<file path="src/rtl/rbms_pkg.sv">
`timescale 1ns / 1ps
// ----------------------------------------------------------------------------
// Behavior mode selector package
// Shared mode, drive, sound and command codes, tuning constants and the
// structs passed between the selector modules.
// ----------------------------------------------------------------------------
package rbms_pkg;

  typedef enum logic [2:0] {
    MODE_PAUSED  = 3'd0,
    MODE_FORWARD = 3'd1,
    MODE_REACT   = 3'd2,
    MODE_TURN    = 3'd3,
    MODE_EXPLORE = 3'd4,
    MODE_RLEFT   = 3'd5,
    MODE_RRIGHT  = 3'd6
  } mode_t;

  typedef enum logic [2:0] {
    DRIVE_FWD  = 3'd0,
    DRIVE_CCW  = 3'd1,
    DRIVE_CW   = 3'd2,
    DRIVE_BACK = 3'd3,
    DRIVE_STOP = 3'd4
  } drive_t;

  typedef enum logic [1:0] {
    SOUND_NONE    = 2'd0,
    SOUND_HIT     = 2'd1,
    SOUND_EXPLORE = 2'd2,
    SOUND_NOHIT   = 2'd3
  } sound_t;

  localparam logic [2:0] CMD_NONE     = 3'd0;
  localparam logic [2:0] CMD_PAUSE    = 3'd1;
  localparam logic [2:0] CMD_START    = 3'd2;
  localparam logic [2:0] CMD_PRED_ON  = 3'd3;
  localparam logic [2:0] CMD_PRED_OFF = 3'd4;

  localparam int unsigned BTN_PAUSE_BIT = 2;
  localparam int unsigned BTN_START_BIT = 0;

  localparam int unsigned CFG_IDX_W = 2;
  localparam logic [CFG_IDX_W-1:0] CFG_RAND_TURN = 2'd0;
  localparam logic [CFG_IDX_W-1:0] CFG_THRESHOLD = 2'd1;

  localparam logic [7:0] REACT_STEPS        = 8'd10;
  localparam logic [7:0] EXPLORE_STEPS      = 8'd40;
  localparam logic [7:0] EXPLORE_STOP_STEPS = 8'd7;
  localparam logic [7:0] STEP_MAX           = 8'd255;

  // 0.505 in signed Q4.12.
  localparam logic signed [15:0] THRESHOLD_RESET = 16'sd2068;

  // Divisibility flags of the first random word.
  typedef struct packed {
    logic div5;
    logic div10;
    logic div20;
    logic div50;
  } odds_t;

  // Registered behavior state.
  typedef struct packed {
    mode_t      mode;
    logic [7:0] steps;
    logic       pred_en;
  } state_t;

  // One tick's result.
  typedef struct packed {
    drive_t     drive;
    sound_t     sound;
    mode_t      mode;
    logic [7:0] steps;
  } result_t;

endpackage

</file>
<file path="src/rtl/rbms_odds.sv">
`timescale 1ns / 1ps
// ----------------------------------------------------------------------------
// Random word divisibility
// Tells whether a 31-bit random word is divisible by 5, 10, 20 and 50.
// ----------------------------------------------------------------------------
module rbms_odds (
  input  logic [30:0]   rand_word,
  output rbms_pkg::odds_t odds
);

  // Remainder mod 25: 1024 is -1 mod 25, so 10-bit digits fold with
  // alternating sign. An offset of 1025 (a multiple of 25) keeps sums positive.
  logic [11:0] fold1;
  logic [10:0] fold2;
  logic [21:0] prod;
  logic [6:0]  quot;
  logic [10:0] rem_full;
  logic [4:0]  rem25;

  assign fold1 = {2'b00, rand_word[9:0]} + {1'b0, rand_word[30:20]} + 12'd1025
               - {2'b00, rand_word[19:10]};
  assign fold2 = {1'b0, fold1[9:0]} + 11'd25 - {9'd0, fold1[11:10]};

  // fold2 stays below 1049, where 1311 / 2^15 gives an exact quotient by 25.
  assign prod     = {11'd0, fold2} * 22'd1311;
  assign quot     = prod[21:15];
  assign rem_full = fold2 - 11'({quot, 4'b0000} + {quot, 3'b000} + {4'd0, quot});
  assign rem25    = rem_full[4:0];

  logic div5;
  logic div25;

  assign div5  = (rem25 == 5'd0) || (rem25 == 5'd5) || (rem25 == 5'd10) ||
                 (rem25 == 5'd15) || (rem25 == 5'd20);
  assign div25 = (rem25 == 5'd0);

  assign odds.div5  = div5;
  assign odds.div10 = div5 && !rand_word[0];
  assign odds.div20 = div5 && (rand_word[1:0] == 2'b00);
  assign odds.div50 = div25 && !rand_word[0];

endmodule

</file>
<file path="src/rtl/rbms_decide.sv">
`timescale 1ns / 1ps
// ----------------------------------------------------------------------------
// Behavior decision logic
// Applies remote and button control, then the mode transition rules, and
// forms the next state and the tick's result.
// ----------------------------------------------------------------------------
module rbms_decide (
  input  rbms_pkg::state_t     cur,
  input  logic                 rand_turn_en,
  input  logic signed [15:0]   threshold,
  input  logic                 bump,
  input  logic [2:0]           command,
  input  logic [7:0]           buttons,
  input  logic signed [15:0]   prediction,
  input  rbms_pkg::odds_t      odds,
  input  logic                 rand_odd,
  output rbms_pkg::state_t     nxt,
  output rbms_pkg::result_t    res
);

  logic            pause;
  logic            start;
  rbms_pkg::mode_t mode_in;
  logic            pen;
  rbms_pkg::mode_t nm;
  rbms_pkg::sound_t snd;
  logic [7:0]      steps_new;

  assign pause = (command == rbms_pkg::CMD_PAUSE) || buttons[rbms_pkg::BTN_PAUSE_BIT];
  assign start = (command == rbms_pkg::CMD_START) || buttons[rbms_pkg::BTN_START_BIT];

  always_comb begin
    mode_in = cur.mode;
    pen     = cur.pred_en;
    if (pause) begin
      mode_in = rbms_pkg::MODE_PAUSED;
    end else if (start) begin
      mode_in = rbms_pkg::MODE_FORWARD;
    end else if (command == rbms_pkg::CMD_PRED_ON) begin
      pen = 1'b1;
    end else if (command == rbms_pkg::CMD_PRED_OFF) begin
      pen = 1'b0;
    end
  end

  // Next mode and sound: first rule that holds wins.
  always_comb begin
    nm  = mode_in;
    snd = rbms_pkg::SOUND_NONE;
    if (mode_in == rbms_pkg::MODE_PAUSED) begin
      nm = rbms_pkg::MODE_PAUSED;
    end else if (mode_in != rbms_pkg::MODE_REACT && bump) begin
      nm = rbms_pkg::MODE_REACT;
      if (mode_in != rbms_pkg::MODE_EXPLORE) begin
        snd = rbms_pkg::SOUND_HIT;
      end
    end else if (mode_in == rbms_pkg::MODE_REACT && !bump &&
                 cur.steps > rbms_pkg::REACT_STEPS) begin
      nm = rbms_pkg::MODE_TURN;
    end else if (mode_in == rbms_pkg::MODE_FORWARD && pen && prediction > threshold) begin
      if (odds.div20) begin
        nm  = rbms_pkg::MODE_EXPLORE;
        snd = rbms_pkg::SOUND_EXPLORE;
      end else begin
        nm = rbms_pkg::MODE_TURN;
      end
    end else if (mode_in == rbms_pkg::MODE_FORWARD && rand_turn_en && odds.div50) begin
      nm = rand_odd ? rbms_pkg::MODE_RLEFT : rbms_pkg::MODE_RRIGHT;
    end else if ((mode_in == rbms_pkg::MODE_RLEFT || mode_in == rbms_pkg::MODE_RRIGHT) &&
                 odds.div10) begin
      nm = rbms_pkg::MODE_FORWARD;
    end else if (mode_in == rbms_pkg::MODE_EXPLORE) begin
      if (cur.steps > rbms_pkg::EXPLORE_STEPS) begin
        nm  = rbms_pkg::MODE_FORWARD;
        snd = rbms_pkg::SOUND_NOHIT;
      end
    end else if (!bump && mode_in == rbms_pkg::MODE_TURN &&
                 cur.steps >= rbms_pkg::REACT_STEPS && odds.div5) begin
      nm = rbms_pkg::MODE_FORWARD;
    end
  end

  always_comb begin
    if (mode_in == rbms_pkg::MODE_PAUSED) begin
      steps_new = cur.steps;
    end else if (nm != mode_in) begin
      steps_new = 8'd0;
    end else if (cur.steps != rbms_pkg::STEP_MAX) begin
      steps_new = cur.steps + 8'd1;
    end else begin
      steps_new = cur.steps;
    end
  end

  assign nxt.mode    = nm;
  assign nxt.steps   = steps_new;
  assign nxt.pred_en = pen;

  // Outputs of the tick.
  always_comb begin
    res.mode  = nm;
    res.steps = steps_new;
    res.sound = snd;
    case (nm)
      rbms_pkg::MODE_PAUSED:  res.drive = rbms_pkg::DRIVE_STOP;
      rbms_pkg::MODE_FORWARD: res.drive = rbms_pkg::DRIVE_FWD;
      rbms_pkg::MODE_EXPLORE: res.drive = (steps_new < rbms_pkg::EXPLORE_STOP_STEPS) ?
                                          rbms_pkg::DRIVE_STOP : rbms_pkg::DRIVE_FWD;
      rbms_pkg::MODE_REACT:   res.drive = rbms_pkg::DRIVE_STOP;
      rbms_pkg::MODE_RLEFT:   res.drive = rbms_pkg::DRIVE_CCW;
      rbms_pkg::MODE_RRIGHT:  res.drive = rbms_pkg::DRIVE_CW;
      default:                res.drive = rbms_pkg::DRIVE_CCW;
    endcase
  end

endmodule

</file>
<file path="src/rtl/robot_behavior_mode_selector.sv">
`timescale 1ns / 1ps
// ----------------------------------------------------------------------------
// Robot behavior mode selector
// Flow: a tick waits in the input register until the decision pass fires;
//   its result is then held and offered in the output register.
// Throughput: one tick per cycle with out_ready high; the single decision
//   pass from the input register to the output and state registers sets it.
// Reset: mode paused, step count 0, prediction on, random turns off,
//   threshold 2068 (0.505 in Q4.12), both pipeline registers empty.
// ----------------------------------------------------------------------------
module robot_behavior_mode_selector (
  input  logic                            clk,
  input  logic                            rst,
  // Tick input channel.
  input  logic                            in_valid,
  output logic                            in_ready,
  input  logic                            bump,
  input  logic [2:0]                      command,
  input  logic [7:0]                      buttons,
  input  logic signed [15:0]              prediction,
  input  logic [30:0]                     rand_first,
  input  logic [30:0]                     rand_second,
  // Result channel.
  output logic                            out_valid,
  input  logic                            out_ready,
  output logic [2:0]                      drive,
  output logic [1:0]                      sound,
  output logic [2:0]                      behavior_mode,
  output logic [7:0]                      steps_in_mode,
  // Configuration write channel.
  input  logic                            cfg_valid,
  output logic                            cfg_ready,
  input  logic [rbms_pkg::CFG_IDX_W-1:0]  cfg_index,
  input  logic [15:0]                     cfg_data
);

  // Configuration registers. The user must send writes only while the block
  // is idle; the block does not enforce it. The port is always ready.
  logic               rand_turn_en;
  logic signed [15:0] threshold;

  assign cfg_ready = 1'b1;

  always_ff @(posedge clk) begin
    if (rst) begin
      rand_turn_en <= 1'b0;
      threshold    <= rbms_pkg::THRESHOLD_RESET;
    end else if (cfg_valid && cfg_ready) begin
      case (cfg_index)
        rbms_pkg::CFG_RAND_TURN: rand_turn_en <= cfg_data[0];
        rbms_pkg::CFG_THRESHOLD: threshold    <= cfg_data;
        default: ;
      endcase
    end
  end

  // Input register. It holds one tick until the decision pass can deliver
  // its result into the output register.
  logic               in_full;
  logic               in_bump;
  logic [2:0]         in_command;
  logic [7:0]         in_buttons;
  logic signed [15:0] in_prediction;
  logic [30:0]        in_rand_first;
  logic               in_rand_odd;

  // The decision pass fires when a tick is held and the output register is
  // free or being emptied this cycle. State and result update together, so
  // ticks are decided strictly in order.
  logic advance;

  assign advance  = in_full && (!out_valid || out_ready);
  assign in_ready = !in_full || advance;

  always_ff @(posedge clk) begin
    if (rst) begin
      in_full <= 1'b0;
    end else if (in_ready) begin
      in_full <= in_valid;
    end
  end

  always_ff @(posedge clk) begin
    if (in_valid && in_ready) begin
      in_bump       <= bump;
      in_command    <= command;
      in_buttons    <= buttons;
      in_prediction <= prediction;
      in_rand_first <= rand_first;
      in_rand_odd   <= rand_second[0];
    end
  end

  // Behavior state.
  rbms_pkg::state_t state;
  rbms_pkg::state_t state_next;
  rbms_pkg::result_t result_next;
  rbms_pkg::odds_t  odds;

  rbms_odds u_odds (
    .rand_word (in_rand_first),
    .odds      (odds)
  );

  rbms_decide u_decide (
    .cur          (state),
    .rand_turn_en (rand_turn_en),
    .threshold    (threshold),
    .bump         (in_bump),
    .command      (in_command),
    .buttons      (in_buttons),
    .prediction   (in_prediction),
    .odds         (odds),
    .rand_odd     (in_rand_odd),
    .nxt          (state_next),
    .res          (result_next)
  );

  always_ff @(posedge clk) begin
    if (rst) begin
      state.mode    <= rbms_pkg::MODE_PAUSED;
      state.steps   <= 8'd0;
      state.pred_en <= 1'b1;
    end else if (advance) begin
      state <= state_next;
    end
  end

  // Output register. A finished result waits here while the next tick is
  // already taken into the input register.
  rbms_pkg::result_t result;

  always_ff @(posedge clk) begin
    if (rst) begin
      out_valid <= 1'b0;
    end else if (advance) begin
      out_valid <= 1'b1;
    end else if (out_ready) begin
      out_valid <= 1'b0;
    end
  end

  always_ff @(posedge clk) begin
    if (advance) begin
      result <= result_next;
    end
  end

  assign drive         = 3'(result.drive);
  assign sound         = 2'(result.sound);
  assign behavior_mode = 3'(result.mode);
  assign steps_in_mode = result.steps;

endmodule
</file>
<file path="config.mk">
export PLATFORM = sky130hd
export DESIGN_NAME = robot_behavior_mode_selector
export DESIGN_NICKNAME = d
export VERILOG_FILES = /design/src/rtl/rbms_pkg.sv /design/src/rtl/rbms_odds.sv /design/src/rtl/rbms_decide.sv /design/src/rtl/robot_behavior_mode_selector.sv
export SDC_FILE = /design/constraint.sdc
export NUM_CORES = 1
export LEC_CHECK = 0
export BUFFER_PORTS_ARGS = -buffer_cell sky130_fd_sc_hd__buf_2
export CELL_PAD_IN_SITES_DETAIL_PLACEMENT = 1
export CELL_PAD_IN_SITES_GLOBAL_PLACEMENT = 2
export CORE_MARGIN = 3
export CORE_UTILIZATION = 40
export CTS_BUF_LIST = sky130_fd_sc_hd__clkbuf_8
export DETAILED_ROUTE_END_ITERATION = 16
export MAX_ROUTING_LAYER = met4
export PLACE_DENSITY = 0.92
export SYNTH_ARGS = -nofsm -noshare
export SYNTH_HDL_FRONTEND = slang
export SYNTH_SLANG_ARGS = --single-unit
</file>
<file path="constraint.sdc">
create_clock -name clk -period 19.2 [get_ports clk]
set_clock_uncertainty 0.2 [all_clocks]
set_input_delay 0.96 -clock clk [delete_from_list [all_inputs] [get_ports clk]]
set_output_delay 0.96 -clock clk [all_outputs]
set_load 0.1 [all_outputs]
</file>
==> flow_metrics.tcl <==
set metrics [dict create \
    clk_pin_slew_ns 0.10 \
    synth_commonest_cells "150 x inv_1, 125 x ha_1, 70 x edfxtp_1" \
    drc 0 \
    vias_per_cell 5.057 \
    initial_core_util_pct 41.42 \
    fmax_ghz 0.07360 \
    max_stage_delay_ns 0.57 \
    grt_antenna_before_repair 4 \
    ant_nets 0 \
    yosys.area.top_type_share_pct 25.57 \
    max_slew_margin_pct 36.64 \
    num_rows 51 \
    fp.coreArea_sq_um 19850 \
    yosys.area_share.simple_pct 10.87 \
    grt_usage_pct 17.49 \
    slew_viol_final 0 \
    synth_mux_area_share_pct 0.2435 \
    yosys_warnings 0 \
    root_buffer "clkbuf_8" \
    die_h_microns 149.4 \
    synth.area.top_cells "edfxtp_1 26%, ha_1 19%, fa_1 10%" \
    cts_max_path_buffers 2 \
    grt_pass1_vias 6403 \
    gp_congestion 0.8055 \
    insertion_delay_ns 0.36 \
    drive_gt1_share_pct 13.21 \
    worstSetupEndpointType "flip-flop" \
    worst_ep_arrival_time_ns 13.60 \
    start_kind "flip-flop" \
    tritoncts "built" \
    synth.distinct_cells 73 \
    maxCapViolCount 0 \
    cts_buffers 9 \
    avgSynthCellArea_sq_um 9.868 \
    drtIter0Drc 175 \
    synth_compound_area_share_pct 13.27 \
    synth_adder_area_share_pct 29.38 \
    fin_crit_ns 13.59 \
    cp_max_fo 9 \
    postCtsHoldBufs 0 \
    grt_max_degree 55 \
    final_core_utilization_pct 46.45 \
    dr.pass1.iters 4 \
    synthCells 833 \
    holdPathStages 2 \
    whs_endpoint "threshold[14]" \
    r2r_end "drive[2]" \
    ios 132 \
    worst_slack_ns 5.613 \
    dp_slack_ns 5.530 \
    grt_remaining_overflow 0 \
    port_buffers 94 \
    yosys_register_bits 101 \
    synth_edf_count 70 \
    crit_type "flip-flop to flip-flop" \
    path_buf_inv 7 \
    die_area_sq_um 22310 \
    synth-seq-area-share_pct 33.12 \
    fillCellCount 2304 \
    r2r_setup_slack_ns 5.61 \
    layout.nets 1206 \
    r2r-start "in_rand_first[0]" \
    grt_pass1_wl_mm 30.54 \
    finalWirelength_mm 18.33 \
    grt_setup_unrepaired "false" \
    syn_nets 1113 \
    synth_async_sr_flop_share_pct 0 \
    syn_area_sq_um 8220 \
    wl_per_cell_microns 15.26 \
    setup_violations 0 \
    cpMaxStageDelayCell "fa_1" \
    min-delay-start "threshold[14]" \
    finalCritPeriodShare_pct 70.77 \
    vias 6073 \
    synth_top_family_by_area "adder cells" \
    tns_ns 0 \
    area_growth_pct 12.15 \
    die-width_microns 149.4 \
    yosysMostFrequentCell "inv_1" \
    cpLargestDelayFamily "compound AO/OA/AOI/OAI gates" \
    htreeDepth 3 \
    hold_viol 0 \
    dp_hpwl_mm 15.02 \
    cp.required_ns 19.21 \
    cp_common_cell "ha_1" \
    synthFlopType "edfxtp_1" \
    hp-class "flip-flop to flip-flop" \
    worst_pin_slew_ns 0.9436 \
    ctsResizeCount 0 \
    reg2reg_depth 57 \
    synth_xor_area_share_pct 5.403 \
    cts_setup_buffers 0 \
    status "completed" \
    yosys.area.top_type "edfxtp_1" \
    clkSinkCount 101 \
]
==> worst reg2reg max path, delay by kind of cell, from the launching register on <==
kind	cells	cell delay, ns
adder cells (fa/ha/maj)	13	4.51
flip-flops	1	0.41
buffers and inverters	7	0.57
AND/OR/NAND/NOR	3	0.85
AO/OA/AOI/OAI	28	5.25
XOR/XNOR	6	1.65
==> state kept, by name (all words and copies together), names as in the netlist <==
| name | flops |
|---|---|
| drive | 3 |
| rand_turn_en | 1 |
| threshold | 16 |
| in_full | 1 |
| sound | 2 |
| in_rand_odd | 1 |
| in_rand_first | 31 |
| behavior_mode | 3 |
| in_bump | 1 |
| in_prediction | 16 |
| steps_in_mode | 8 |
| in_buttons | 2 |
| out_valid | 1 |
| state | 12 |
| in_command | 3 |
==> cells in the final DEF (no fill, tap or decap), types with 8 or more instances in the layout <==
cell      synthesis  routed
inv_1           150     150
ha_1            125     125
buf_2             0      94
edfxtp_1         70      70
nand2_1          64      64
a21oi_1          61      61
nor2_1           45      45
fa_1             42      42
dfxtp_1          31      31
xnor2_1          24      24
a21o_1           17      17
xor2_1           17      17
o21ai_0          13      13
o21a_1           11      11
nand3_1          10      10
nand4_1          10      10
nor3_1           10      10
nor2b_1           9       9
o21bai_1          9       9
clkbuf_8          0       9
o21ai_1           8       8
==> worst max path at each step <==
stage | start | slack (ns) | end | cells after the start
after floorplan | in_rand_first[0] | 6.98 | drive[2] | 57
after global placement | in_rand_first[0] | 5.77 | drive[2] | 57
after detailed placement | in_rand_first[0] | 5.53 | drive[2] | 57
after CTS | in_rand_first[0] | 5.48 | drive[2] | 57
after global routing | in_rand_first[0] | 4.68 | drive[2] | 57
final | in_rand_first[0] | 5.61 | drive[2] | 57
==> metal layers <==
metal / vias up / global-route usage, % / routed length [microns]
met1: 2938 / 21.63 / 8472
met4: 0 / 3.661 / 184
li1: 3040 / - / -
met2: 82 / 30.18 / 8958
met3: 13 / 3.099 / 715
met5: - / - / 0
==> cell type report <==
type	count	area, sq um	share of cell area, %
Timing Repair Buffer	96	485.5	5.266
Tap cell	265	331.6	3.597
Multi-Input combinational cell	566	4868	52.81
Antenna cell	5	12.51	0.1357
Sequential cell	101	2723	29.53
Clock buffer	9	123.9	1.344
Clock inverter	7	103.9	1.126
Inverter	152	570.5	6.189
==> kinds of logic after synthesis <==
kind of cell / Yosys count
AO/OA/AOI/OAI: 165
multiplexers: 2
XOR/XNOR: 45
flip-flops: 101
other: 1
AND/OR/NAND/NOR: 185
buffers and inverters: 166
adder cells (fa/ha/maj): 168
==> per-stage QoR <==
stage,area [sq um],cells,hold WS [ns]
2_1_floorplan,8220,833,0.2363
3_3_place_gp,8979,1180,0.2439
3_5_place_dp,8979,1180,0.2494
4_1_cts,9206,1196,0.2638
5_1_grt,9216,1200,0.2862
6_report,9219,1201,0.2640
Power is not shown: default switching activity piles up to over one toggle a cycle in this logic, so the estimate is an artifact.
